File: src/rtl/arpt_pkg.sv
// ----------------------------------------------------------------------------
// arpt_pkg - shared types and constants for the auto-range percent tracker
// Holds the field widths, reset values, the controller state type and the
// command bundle that the controller sends to the datapath.
// ----------------------------------------------------------------------------
package arpt_pkg;

  // field widths
  localparam int READ_W  = 20;  // signed reading, 4 fraction bits
  localparam int VAL_W   = 19;  // stored value after clamping, always >= 0
  localparam int PCT_W   = 7;   // percent result
  localparam int IDX_W   = 3;   // divider step index

  // default list depth
  localparam int DEF_LIST_DEPTH = 10;

  // reset values
  localparam logic [VAL_W-1:0] RESET_REJECT = 19'd16000;  // 1000.0
  localparam logic [VAL_W-1:0] RESET_LOW    = 19'd1600;   // 100.0
  localparam logic [VAL_W-1:0] RESET_HIGH   = 19'd0;

  // result constants
  localparam logic [PCT_W-1:0] PCT_MAX   = 7'd99;
  localparam logic [PCT_W-1:0] PCT_FLOOR = 7'd1;
  localparam logic [PCT_W-1:0] PCT_ZERO  = 7'd0;
  localparam int               PCT_SCALE = 100;

  // quotient bits produced by the restoring divider (quotient < 100)
  localparam int DIV_STEPS = 7;

  typedef enum logic [2:0] {
    ST_IDLE,
    ST_UPDATE,
    ST_DIFF,
    ST_SCALE,
    ST_DIV,
    ST_DONE
  } state_t;

  typedef struct packed {
    logic             load;      // capture clamped reading
    logic             update;    // sorted insert into both lists, sums
    logic             diff;      // form scaled reading and spread
    logic             scale;     // multiply by 100, latch flags
    logic             div_step;  // one restoring divide step
    logic [IDX_W-1:0] div_idx;   // quotient bit of this step
    logic             out_load;  // move result into output register
  } dp_cmd_t;

endpackage

File: src/rtl/arpt_ctrl.sv
// ----------------------------------------------------------------------------
// arpt_ctrl - sequencing controller for the auto-range percent tracker
// Steps one reading through capture, list update, difference, scaling and
// a seven-step divide, and owns the input stall and output valid flags.
// ----------------------------------------------------------------------------
module arpt_ctrl (
  input  logic              clk,
  input  logic              rst_n,
  input  logic              in_valid,
  output logic              in_stall,
  output logic              out_valid,
  input  logic              out_stall,
  output arpt_pkg::dp_cmd_t cmd
);
  import arpt_pkg::*;

  state_t           state_r, state_nxt;
  logic [IDX_W-1:0] cnt_r, cnt_nxt;
  logic             out_valid_r, out_valid_nxt;

  always_ff @(posedge clk) begin
    if (!rst_n) begin
      state_r     <= ST_IDLE;
      cnt_r       <= '0;
      out_valid_r <= 1'b0;
    end else begin
      state_r     <= state_nxt;
      cnt_r       <= cnt_nxt;
      out_valid_r <= out_valid_nxt;
    end
  end

  always_comb begin
    state_nxt    = state_r;
    cnt_nxt      = cnt_r;
    cmd          = '0;
    cmd.div_idx  = cnt_r;
    in_stall     = 1'b1;
    case (state_r)
      ST_IDLE: begin
        in_stall = 1'b0;
        if (in_valid) begin
          cmd.load  = 1'b1;
          state_nxt = ST_UPDATE;
        end
      end
      ST_UPDATE: begin
        cmd.update = 1'b1;
        state_nxt  = ST_DIFF;
      end
      ST_DIFF: begin
        cmd.diff  = 1'b1;
        state_nxt = ST_SCALE;
      end
      ST_SCALE: begin
        cmd.scale = 1'b1;
        cnt_nxt   = IDX_W'(DIV_STEPS - 1);
        state_nxt = ST_DIV;
      end
      ST_DIV: begin
        cmd.div_step = 1'b1;
        if (cnt_r == '0) begin
          state_nxt = ST_DONE;
        end else begin
          cnt_nxt = cnt_r - 1'b1;
        end
      end
      ST_DONE: begin
        // wait until the output register is free or being emptied
        if (!out_valid_r || !out_stall) begin
          cmd.out_load = 1'b1;
          state_nxt    = ST_IDLE;
        end
      end
      default: begin
        state_nxt = ST_IDLE;
      end
    endcase
  end

  assign out_valid_nxt = cmd.out_load | (out_valid_r & out_stall);
  assign out_valid     = out_valid_r;

endmodule

File: src/rtl/arpt_dp.sv
// ----------------------------------------------------------------------------
// arpt_dp - datapath for the auto-range percent tracker
// Sorted low and high lists with running sums, the spread arithmetic, a
// restoring divider and the output payload register.
// ----------------------------------------------------------------------------
module arpt_dp #(
  parameter int LIST_DEPTH = arpt_pkg::DEF_LIST_DEPTH
) (
  input  logic                         clk,
  input  logic                         rst_n,
  input  logic                         cfg_we,
  input  logic [arpt_pkg::VAL_W-1:0]   cfg_wdata,
  input  logic signed [arpt_pkg::READ_W-1:0] in_reading,
  input  arpt_pkg::dp_cmd_t            cmd,
  output logic [arpt_pkg::PCT_W-1:0]   out_percent,
  output logic                         out_range_invalid
);
  import arpt_pkg::*;

  localparam int SUM_W = VAL_W + $clog2(LIST_DEPTH);
  localparam int NUM_W = SUM_W + PCT_W;
  localparam logic [SUM_W-1:0] LOW_SUM_RST  = SUM_W'(LIST_DEPTH * int'(RESET_LOW));
  localparam logic [SUM_W-1:0] HIGH_SUM_RST = SUM_W'(LIST_DEPTH * int'(RESET_HIGH));

  logic [VAL_W-1:0] reject_r;
  logic [VAL_W-1:0] r_r, r_nxt;
  logic [VAL_W-1:0] low_r  [LIST_DEPTH];
  logic [VAL_W-1:0] high_r [LIST_DEPTH];
  logic [VAL_W-1:0] low_ins  [LIST_DEPTH];
  logic [VAL_W-1:0] high_ins [LIST_DEPTH];
  logic [SUM_W-1:0] sum_low_r, sum_high_r;
  logic [SUM_W-1:0] rn_r;
  logic             low_hit, high_hit;

  logic signed [SUM_W:0] scaled_r, den_r;
  logic [SUM_W-1:0]      abs_s;
  logic                  inv_r, pos_r, neg_r, sat_r;
  logic [NUM_W-1:0]      rem_r, trial;
  logic [PCT_W-1:0]      q_r, q_nxt;
  logic [PCT_W-1:0]      pct_sel;
  logic [PCT_W-1:0]      pct_r;
  logic                  inv_out_r;

  // clamp: negative to zero, bogus reading to smallest high entry
  always_comb begin
    r_nxt = in_reading[READ_W-1] ? '0 : in_reading[VAL_W-1:0];
    if (r_nxt > reject_r) begin
      r_nxt = high_r[0];
    end
  end

  assign low_hit  = r_r < low_r[LIST_DEPTH-1];
  assign high_hit = r_r > high_r[0];

  // parallel sorted insert; low list drops its largest, high its smallest
  for (genvar i = 0; i < LIST_DEPTH; i++) begin : g_ins
    if (i == 0) begin : g_lo_first
      assign low_ins[i] = (low_r[i] <= r_r) ? low_r[i] : r_r;
    end else begin : g_lo_rest
      assign low_ins[i] = (low_r[i] <= r_r)   ? low_r[i] :
                          (low_r[i-1] <= r_r) ? r_r : low_r[i-1];
    end
    if (i == LIST_DEPTH - 1) begin : g_hi_last
      assign high_ins[i] = (high_r[i] < r_r) ? r_r : high_r[i];
    end else begin : g_hi_rest
      assign high_ins[i] = (high_r[i+1] < r_r) ? high_r[i+1] :
                           (high_r[i] < r_r)   ? r_r : high_r[i];
    end
  end

  always_ff @(posedge clk) begin
    if (!rst_n) begin
      reject_r   <= RESET_REJECT;
      sum_low_r  <= LOW_SUM_RST;
      sum_high_r <= HIGH_SUM_RST;
      for (int i = 0; i < LIST_DEPTH; i++) begin
        low_r[i]  <= RESET_LOW;
        high_r[i] <= RESET_HIGH;
      end
    end else begin
      if (cfg_we) begin
        reject_r <= cfg_wdata;
      end
      if (cmd.update) begin
        if (low_hit) begin
          low_r     <= low_ins;
          sum_low_r <= sum_low_r - SUM_W'(low_r[LIST_DEPTH-1]) + SUM_W'(r_r);
        end
        if (high_hit) begin
          high_r     <= high_ins;
          sum_high_r <= sum_high_r - SUM_W'(high_r[0]) + SUM_W'(r_r);
        end
      end
    end
  end

  // magnitude of the scaled reading, sign taken straight from the difference
  assign abs_s = scaled_r[SUM_W] ? SUM_W'(-scaled_r) : SUM_W'(scaled_r);
  assign trial = NUM_W'(den_r[SUM_W-1:0]) << cmd.div_idx;

  always_comb begin
    q_nxt = q_r;
    q_nxt[cmd.div_idx] = 1'b1;
  end

  // final pick between divider result and the special cases
  always_comb begin
    if (inv_r) begin
      pct_sel = pos_r ? PCT_MAX : PCT_FLOOR;
    end else if (neg_r) begin
      pct_sel = (q_r != '0) ? PCT_FLOOR : PCT_ZERO;
    end else if (sat_r) begin
      pct_sel = PCT_MAX;
    end else begin
      pct_sel = q_r;
    end
  end

  // payload registers, no reset needed
  always_ff @(posedge clk) begin
    if (cmd.load) begin
      r_r <= r_nxt;
    end
    if (cmd.update) begin
      rn_r <= SUM_W'(r_r) * SUM_W'(LIST_DEPTH);
    end
    if (cmd.diff) begin
      scaled_r <= $signed({1'b0, rn_r}) - $signed({1'b0, sum_low_r});
      den_r    <= $signed({1'b0, sum_high_r}) - $signed({1'b0, sum_low_r});
    end
    if (cmd.scale) begin
      inv_r <= den_r[SUM_W] | (den_r == '0);
      neg_r <= scaled_r[SUM_W];
      pos_r <= !scaled_r[SUM_W] && (scaled_r != '0);
      sat_r <= !scaled_r[SUM_W] && (scaled_r >= den_r);
      rem_r <= NUM_W'(abs_s) * NUM_W'(PCT_SCALE);
      q_r   <= '0;
    end
    if (cmd.div_step && (rem_r >= trial)) begin
      rem_r <= rem_r - trial;
      q_r   <= q_nxt;
    end
    if (cmd.out_load) begin
      pct_r     <= pct_sel;
      inv_out_r <= inv_r;
    end
  end

  assign out_percent       = pct_r;
  assign out_range_invalid = inv_out_r;

endmodule

File: src/rtl/auto_range_percent_tracker.sv
// ----------------------------------------------------------------------------
// auto_range_percent_tracker - percent position of a reading between the
// averages of the smallest and largest readings seen
// Keeps two sorted lists of LIST_DEPTH readings with running sums and
// reports ((reading*N - sum_low)*100)/(sum_high - sum_low), clamped to 0..99.
// ----------------------------------------------------------------------------
//
//  channel   handshake            payload
//  -------   ------------------   ------------------------------------------
//  cfg       cfg_we               cfg_wdata (reject limit, 1/16 units)
//  in        in_valid / in_stall  in_reading (signed, 4 fraction bits)
//  out       out_valid/out_stall  out_percent, out_range_invalid
//
//  one reading passes from transfer to result in the output register
//  through capture, list update, difference, scale, seven divide steps
//  and the result load; in_stall stays high from capture until the result
//  load, so a new reading is taken only after the last one is loaded
//  reset (rst_n low, synchronous) loads the lists, sums and reject limit
//  a stalled output holds its result; the next reading is still taken and
//  waits in its last step until the output register empties
//
module auto_range_percent_tracker #(
  parameter int LIST_DEPTH = arpt_pkg::DEF_LIST_DEPTH
) (
  input  logic                               clk,
  input  logic                               rst_n,
  // configuration write
  input  logic                               cfg_we,
  input  logic [arpt_pkg::VAL_W-1:0]         cfg_wdata,
  // reading input
  input  logic                               in_valid,
  output logic                               in_stall,
  input  logic signed [arpt_pkg::READ_W-1:0] in_reading,
  // result output
  output logic                               out_valid,
  input  logic                               out_stall,
  output logic [arpt_pkg::PCT_W-1:0]         out_percent,
  output logic                               out_range_invalid
);
  import arpt_pkg::*;

  // command bundle from the sequencer to the datapath
  dp_cmd_t cmd;

  // controller: owns handshake flags and the step sequence
  arpt_ctrl u_ctrl (
    .clk       (clk),
    .rst_n     (rst_n),
    .in_valid  (in_valid),
    .in_stall  (in_stall),
    .out_valid (out_valid),
    .out_stall (out_stall),
    .cmd       (cmd)
  );

  // datapath: lists, sums, divider and the output payload register
  arpt_dp #(
    .LIST_DEPTH (LIST_DEPTH)
  ) u_dp (
    .clk               (clk),
    .rst_n             (rst_n),
    .cfg_we            (cfg_we),
    .cfg_wdata         (cfg_wdata),
    .in_reading        (in_reading),
    .cmd               (cmd),
    .out_percent       (out_percent),
    .out_range_invalid (out_range_invalid)
  );

endmodule
File: config.mk
export PLATFORM = sky130hd
export DESIGN_NAME = auto_range_percent_tracker
export DESIGN_NICKNAME = d
export VERILOG_FILES = /design/src/rtl/arpt_pkg.sv /design/src/rtl/arpt_ctrl.sv /design/src/rtl/arpt_dp.sv /design/src/rtl/auto_range_percent_tracker.sv
export SDC_FILE = /design/constraint.sdc
export NUM_CORES = 2
export LEC_CHECK = 0
export BUFFER_PORTS_ARGS = -buffer_cell sky130_fd_sc_hd__buf_2
export CAP_MARGIN = 20
export CORE_MARGIN = 1
export CORE_UTILIZATION = 45
export CTS_CLUSTER_DIAMETER = 60
export DETAILED_ROUTE_END_ITERATION = 10
export GPL_TIMING_DRIVEN = 1
export HOLD_SLACK_MARGIN = 0.15
export PLACE_DENSITY = 0.7
export SYNTH_ARGS = -nofsm -noshare
export SYNTH_HDL_FRONTEND = slang
export SYNTH_SLANG_ARGS = --single-unit
export TNS_END_PERCENT = 5
File: constraint.sdc
create_clock -name clk -period 9.1 [get_ports clk]
set_input_delay 0.455 -clock clk [delete_from_list [all_inputs] [get_ports clk]]
set_output_delay 0.455 -clock clk [all_outputs]
set_load 0.01 [all_outputs]
# [Yosys cells after proc, flatten, opt, wreduce, memory -nomap -nowiden]
# Cells that the tools add are included.
[word_totals] ff_bits=590 in_bits=44 output_inout_bits=10 elab_cells=204
[classes] addsub=9 n_mul=2 order_cmp=27 eq_ne=9 shifts=1 n_mux=56 n_bitwise=14 reduce_logical=48
[op_table] cell="$mux 19" n=29
[op_table] cell="$lt 19x19->1" n=11
[op_table] cell="$le 19x19->1" n=10
[op_table] cell="$reduce_and 3->1" n=21
[op_table] cell="$mux 30" n=2
[op_table] cell="$sub 23x23->24" n=2
[op_table] cell="$add 23x19->23" n=2
[op_table] cell="$sub 23x19->23" n=2
[op_table] cell="$mux 7" n=6
[op_table] cell="$gt 19x19->1" n=2
[op_table] cell="$ge 30x30->1" n=1
[op_table] cell="$shl 23x3->30" n=1
[op_table] cell="$sub 30x30->30" n=1
[op_table] cell="$mul 23x5->28 const B" n=1
[op_table] cell="$ge 24x24->1" n=1
[op_table] cell="$logic_not 24->1" n=1
[op_table] cell="$reduce_bool 24->1" n=1
[op_table] cell="$mux 23" n=1
[op_table] cell="$neg 23->23" n=1
[op_table] cell="$mul 19x3->22 const B" n=1
[op_table] cell="$reduce_bool 2->1" n=11
[op_table] cell="$pmux 3 s6" n=1
[op_table] cell="$mux 3" n=4
[op_table] cell="$mux 1" n=11
[op_table] cell="other kinds (20)" n=42

# [Logic depth before layout (Yosys ltp)]
[depth] word_depth=6 mapped_depth=21 mapped_depth_nobuf=20

# [By module]
# From an unflattened synthesis, not the netlist that was laid out.
[hier_totals] hier_cells=4895 area_unflattened_um2=44390.1
[by_module_without_submodules] module="arpt_dp" instances=1 cells_each=4848 area_each_um2=43973.4 seq_area_each_um2=13052.5
[by_module_without_submodules] module="arpt_ctrl" instances=1 cells_each=47 area_each_um2=416.6 seq_area_each_um2=140.1

# [Least setup slack after synthesis]
# No wires, ideal clock.
[synth_timing] path_type="register -> register" start="register u_ctrl.cnt_r[0]" end="register u_dp.q_r[0] (enable)" setup_ns=0.400 arrival_time_ns=4.520 required_time_ns=8.700 setup_slack_ns=4.180 path_stages_with_launch=16 path_buffers=4 synth_period_minus_slack_ns=4.920 path_cell_list="dfxtp_1 -> buf_1 -> mux4_2 -> mux2i_1 -> ha_1 -> clkbuf_1 -> and4_1 -> or3b_1 -> nor4_1 -> a211oi_1 -> o41ai_1 -> nand3_1 -> o211ai_1 -> buf_4 -> buf_6 -> nand2b_1"
[synth_between] elab_chain_len=4
[synth_lines] item="from (decl)" line_no="arpt_ctrl.sv:18" rtl="logic [IDX_W-1:0] cnt_r, cnt_nxt;"
[synth_lines] item="from (signal assigned)" line_no="arpt_ctrl.sv:28" rtl="cnt_r <= cnt_nxt;"
[synth_lines] item="$shl 23x3->30" line_no="arpt_dp.sv:99" rtl="assign trial = NUM_W'(den_r[SUM_W-1:0]) << cmd.div_idx;"
[synth_lines] item="$ge 30x30->1" line_no="arpt_dp.sv:139" rtl="if (cmd.div_step && (rem_r >= trial)) begin"
[synth_lines] item="$logic_and 1x1->1" line_no="arpt_dp.sv:139"
[synth_lines] item="$reduce_bool 2->1 (no line)"
[synth_lines] item="to (signal assigned)" line_no="arpt_dp.sv:141" rtl="q_r <= q_nxt;"
[synth_lines] item="to (decl)" line_no="arpt_dp.sv:39" rtl="logic [PCT_W-1:0] q_r, q_nxt;"
# No other way between the ends.
# A chain may end at the register's enable or synchronous reset.

# [Final worst setup path]
[layout_timing] start="register u_dp.scaled_r[4]" end="register u_dp.rem_r[26], data pin"
[layout_between] elab_chain_len=5
[layout_lines] item="from (decl)" line_no="arpt_dp.sv:35" rtl="logic signed [SUM_W:0] scaled_r, den_r;"
[layout_lines] item="from (signal assigned)" line_no="arpt_dp.sv:128" rtl="scaled_r <= $signed({1'b0, rn_r}) - $signed({1'b0, sum_low_r});"
[layout_lines] item="$neg 23->23" line_no="arpt_dp.sv:98" rtl="assign abs_s = scaled_r[SUM_W] ? SUM_W'(-scaled_r) : SUM_W'(scaled_r);"
[layout_lines] item="$mux 23 (*)" line_no="arpt_dp.sv:98"
[layout_lines] item="$mul 23x5->28 (*)" line_no="arpt_dp.sv:136" rtl="rem_r <= NUM_W'(abs_s) * NUM_W'(PCT_SCALE);"
[layout_lines] item="$mux 30 (*)" line_no="arpt_dp.sv:131" rtl="if (cmd.scale) begin"
[layout_lines] item="$mux 30 (*)" line_no="arpt_dp.sv:139"
[layout_lines] item="to (signal assigned)" line_no="arpt_dp.sv:136"
[layout_lines] item="to (signal assigned)" line_no="arpt_dp.sv:140" rtl="rem_r <= rem_r - trial;"
[layout_lines] item="to (decl)" line_no="arpt_dp.sv:38" rtl="logic [NUM_W-1:0] rem_r, trial;"
# Mark *: on every way between the ends. The rest lies on a longest branch, timed or not. The select of a mux whose other input is x is not followed.

==> impl_metrics.env <==
export IMPL_run_status="finished clean"
export IMPL_postSynth_topFlopCell="sky130_fd_sc_hd__dfxtp_1"
export IMPL_min_period_over_period_pct=62.0
export IMPL_ctsHtreeMaxLevel=3
export IMPL_start_util_pct=45.7
export IMPL_via_per_inst=5.78
export IMPL_antenna_found_initial=0
export IMPL_total_number_of_nets_in_the_final_design=5739
export IMPL_number_of_buffers_created_by_cts=72
export IMPL_wl_per_cell_um=18.8
export IMPL_worstReg2RegEnd="u_dp.rem_r[26]$_DFFE_PP_"
export IMPL_site_row_count=114
export IMPL_mappedNetlistArea_mm2=0.0444
export IMPL_worst_path_arrival_ns=6.01
export IMPL_final_setup_tns_ns=0
export IMPL_syn_inst=4999
export IMPL_worstPathMaxFanout=7
export IMPL_period_minus_slack_ns=5.64
export IMPL_critPathMaxStageDelay_ns=0.51
export IMPL_cts_clk_slew_worst_paths_ns=0.06
export IMPL_postCtsResizedCells=0
export IMPL_worstHoldPathCells=3
export IMPL_slew_headroom_pct=25.7
export IMPL_hold_class="in2reg"
export IMPL_worst_setup_path_type="reg2reg"
export IMPL_drc=0
export IMPL_timing_critical_path_cells="nor4_1 -> nor2b_1 -> nand2_1 -> o31ai_1 -> xnor2_1 -> ha_1 -> ha_1 -> inv_1 -> fa_1 -> inv_1 -> ha_1 -> nor2_1 -> nand3b_1 -> o21ai_0 -> o21ai_0 -> a31oi_1 -> or4_1 -> a31oi_1 -> xor2_1 -> o21ai_0"
export IMPL_clkSinkCount=590
export IMPL_post_cts_hold_buffer_count=20
export IMPL_fillers=9129
export IMPL_iteration_0_drc_count_of_the_detailed_router=2483
export IMPL_worst_setup_path_start_kind="flip-flop"
export IMPL_ys_seq_area_share_pct=29.7
export IMPL_placed_area_mm2=0.0459
export IMPL_crit_path_end_kind="flip-flop"
export IMPL_multi_input_area_mm2=0.0290
export IMPL_finalMaxSlewViolations=0
export IMPL_diodes_inserted=0
export IMPL_setup_reg_to_reg_worst_slack_ns=3.46
export IMPL_grtUsageTotal_pct=23.6
export IMPL_synth_cell_type_count=83
export IMPL_power_per_cell_area_mw_per_mm2=267
export IMPL_grt_remaining_overflow=0
export IMPL_cts_root_to_sink_buffers=3
export IMPL_slowest_stage="sky130_fd_sc_hd__nor2b_1"
export IMPL_die_area_mm2=0.0999
export IMPL_synth_largest_area_cell="sky130_fd_sc_hd__dfxtp_1"
export IMPL_setup_viol=0
export IMPL_rr_startpoint="u_dp.scaled_r[4]$_DFFE_PP_"
export IMPL_area_sequential_mm2=0.0132
export IMPL_timing_reg2reg_worst_path_depth=20
export IMPL_grt_first_pass_wirelength_um=189000
export IMPL_tritoncts_clock_tree="yes"
export IMPL_cts_root_buf="sky130_fd_sc_hd__clkbuf_16"
export IMPL_drt_pass1_iter_count=6
export IMPL_worst_hold_path_endpoint="u_ctrl.state_r[0]$_SDFFE_PN0P_"
export IMPL_dr_total_vias=36532
export IMPL_port_buffer_count=53
export IMPL_measured_slew_at_the_worst_slew_check_pin_ns=1.11
export IMPL_ys_warnings_count=0
export IMPL_syn_nets=5749
export IMPL_final_layout_size_suffix_gt1_share_pct=7.31
export IMPL_postCtsSetupBuffers=0
export IMPL_final_design_area_no_fill_mm2=0.0486
export IMPL_finClkSkew_ns=0.0273
export IMPL_ys_top_cells_by_area="sky130_fd_sc_hd__dfxtp_1, sky130_fd_sc_hd__ha_1, sky130_fd_sc_hd__edfxtp_1"
export IMPL_timing_hold_violations_final=0
export IMPL_cp_required_ns=9.47
export IMPL_area_delta_synth_final_pct=9.37
export IMPL_first_global_vias=35430
export IMPL_drt_wl_total_um=119000
export IMPL_worst_hold_startpoint="in_valid"
export IMPL_asyncSetResetFlopFracSynth_pct=0
export IMPL_syn_avg_cell_area_um2=8.88
export IMPL_dp_hpwl_um=85700
export IMPL_floorplan_die_height_um=316
export IMPL_worst_skew_pair_late_latency_ns=0.64
export IMPL_routabilityCongestion=0.894
export IMPL_vdd_ir_drop_max_v=0.000177
export IMPL_grt_max_degree=202
export IMPL_critical_path_buf_inv_count=2
export IMPL_ant_nets=0
export IMPL_worst_path_dominant_cell_family="simple AND/OR/NAND/NOR gates"
export IMPL_core_region_area_mm2=0.0973
export IMPL_power_leakage_nw=21.9
export IMPL_design_portCount=54
export IMPL_yosysTopAreaCellShare_pct=20.4
export IMPL_synth_enable_flop_cells=138
export IMPL_rsz0062_at_grt="false"
export IMPL_drv_max_cap_violation_count=0
export IMPL_fmax_mhz=177
export IMPL_ys_ff_latch=590
export IMPL_fp_dieW_um=316
[report_power, final]
| group | internal (mW) | total [mW] | leakage [nW] | switching [mW] |
|---|---|---|---|---|
| clock | 1.68 | 2.88 | 1.15 | 1.21 |
| combinational | 2.75 | 6.53 | 15.8 | 3.78 |
| sequential | 3.21 | 3.57 | 4.95 | 0.361 |
| total | 7.63 | 13.0 | 21.9 | 5.35 |
[per-layer routing]
layer  part of all wire, %  GRT usage [%]  vias to the layer above
li1                      -              -                    18137
met1                    44           29.8                    17269
met2                    47           40.2                      863
met3                   4.6           3.00                      263
met4                   4.3           10.5                        0
met5                     0              0                        -
[synth_stat cells, types with 33 or more instances]
library cell               instances
sky130_fd_sc_hd__clkbuf_1        145
sky130_fd_sc_hd__buf_2            68
sky130_fd_sc_hd__xnor2_1         122
sky130_fd_sc_hd__mux2i_1         292
sky130_fd_sc_hd__ha_1            647
sky130_fd_sc_hd__nand3_1          60
sky130_fd_sc_hd__o21a_1           61
sky130_fd_sc_hd__nand2b_1         41
sky130_fd_sc_hd__dfxtp_1         452
sky130_fd_sc_hd__nand2_1         285
sky130_fd_sc_hd__nand4_1          73
sky130_fd_sc_hd__inv_1           323
sky130_fd_sc_hd__nor3_1           44
sky130_fd_sc_hd__o21ai_0         271
sky130_fd_sc_hd__o211ai_1         33
sky130_fd_sc_hd__mux2_2           42
sky130_fd_sc_hd__a21oi_1         493
sky130_fd_sc_hd__nor2b_1          75
sky130_fd_sc_hd__xor2_1           37
sky130_fd_sc_hd__a211oi_1        229
sky130_fd_sc_hd__edfxtp_1        138
sky130_fd_sc_hd__a21o_1          159
sky130_fd_sc_hd__nor2_1          494
sky130_fd_sc_hd__fa_1             59
[kinds of logic after synthesis]
logic type	Yosys count	share of synthesized area, %
adders and majority gates	706	20.9
AOI/OAI and AO/OA	1438	20.4
muxes	351	8.49
buffers and inverters	571	5.22
xor gates and xnor gates	159	3.14
DFF	590	29.7
and+or+nand+nor	1184	12.1
[per-stage QoR]
stage	hold WS [ns]	total power [mW]	utilization (%)	setup WS (ns)	instances
after global placement	0.438	9.88	47.2	3.54	6167
after global routing	0.250	14.0	49.9	3.07	6323
after CTS	0.206	12.9	49.8	3.53	6320
after floorplan	0.432	8.53	-	4.18	4999
final	0.236	13.0	49.9	3.46	6323
after detailed placement	0.447	10.0	47.2	3.52	6168
[worst max path at each step]
| stage | from | to | slack, ns | cells after the start |
|---|---|---|---|---|
| floorplan | u_ctrl.cnt_r[0]$_SDFFE_PN0P_ | u_dp.q_r[0]$_SDFFCE_PN0P_ | 4.18 | 15 |
| global placement | u_dp.scaled_r[4]$_DFFE_PP_ | u_dp.rem_r[26]$_DFFE_PP_ | 3.54 | 20 |
| detailed placement | u_dp.scaled_r[4]$_DFFE_PP_ | u_dp.rem_r[26]$_DFFE_PP_ | 3.52 | 20 |
| CTS | u_dp.scaled_r[4]$_DFFE_PP_ | u_dp.rem_r[26]$_DFFE_PP_ | 3.53 | 20 |
| global route | u_dp.scaled_r[4]$_DFFE_PP_ | u_dp.rem_r[26]$_DFFE_PP_ | 3.07 | 20 |
| finish | u_dp.scaled_r[4]$_DFFE_PP_ | u_dp.rem_r[26]$_DFFE_PP_ | 3.46 | 20 |
[tightest hold or removal path, stage by stage]
cell and delay, ns:
sky130_fd_sc_hd__buf_2 0.10, sky130_fd_sc_hd__a2bb2oi_1 0.15, sky130_fd_sc_hd__and3_1 0.15
[layout make-up]
| cell class | instances | area share (%) |
|---|---|---|
| Sequential cell | 590 | 27.2 |
| Multi-Input combinational cell | 3838 | 59.7 |
| Inverter | 328 | 2.55 |
| Clock inverter | 31 | 0.688 |
| Clock buffer | 101 | 4.14 |
| Timing Repair Buffer | 159 | 2.45 |
| Tap cell | 1276 | 3.29 |
[sequential cells by signal (all words and copies together), names as in the netlist, 3 cells and up]
signal	flops
u_dp.sum_low_r	23
u_ctrl.cnt_r	3
u_dp.sum_high_r	23
u_dp.q_r	7
u_dp.rem_r	30
u_dp.low_r	190
u_ctrl.state_r	3
u_dp.scaled_r	24
u_dp.rn_r	22
u_dp.out_percent	7
u_dp.high_r	190
u_dp.r_r	19
u_dp.den_r	24
u_dp.reject_r	19
[cells in the final DEF, fill, tap and decap left out, types with 73 or more instances in the layout]
master / Yosys / final
sky130_fd_sc_hd__a21o_1: 159 / 159
sky130_fd_sc_hd__edfxtp_1: 138 / 138
sky130_fd_sc_hd__xnor2_1: 122 / 122
sky130_fd_sc_hd__nand4_1: 73 / 73
sky130_fd_sc_hd__ha_1: 647 / 647
sky130_fd_sc_hd__nand2_1: 285 / 285
sky130_fd_sc_hd__buf_4: 13 / 82
sky130_fd_sc_hd__dfxtp_1: 452 / 452
sky130_fd_sc_hd__a211oi_1: 229 / 229
sky130_fd_sc_hd__nor2b_1: 75 / 75
sky130_fd_sc_hd__a21oi_1: 493 / 489
sky130_fd_sc_hd__mux2i_1: 292 / 292
sky130_fd_sc_hd__inv_1: 323 / 323
sky130_fd_sc_hd__nor2_1: 494 / 487
sky130_fd_sc_hd__o21ai_0: 271 / 263
No activity file was read; power rests on OpenSTA's default activity.
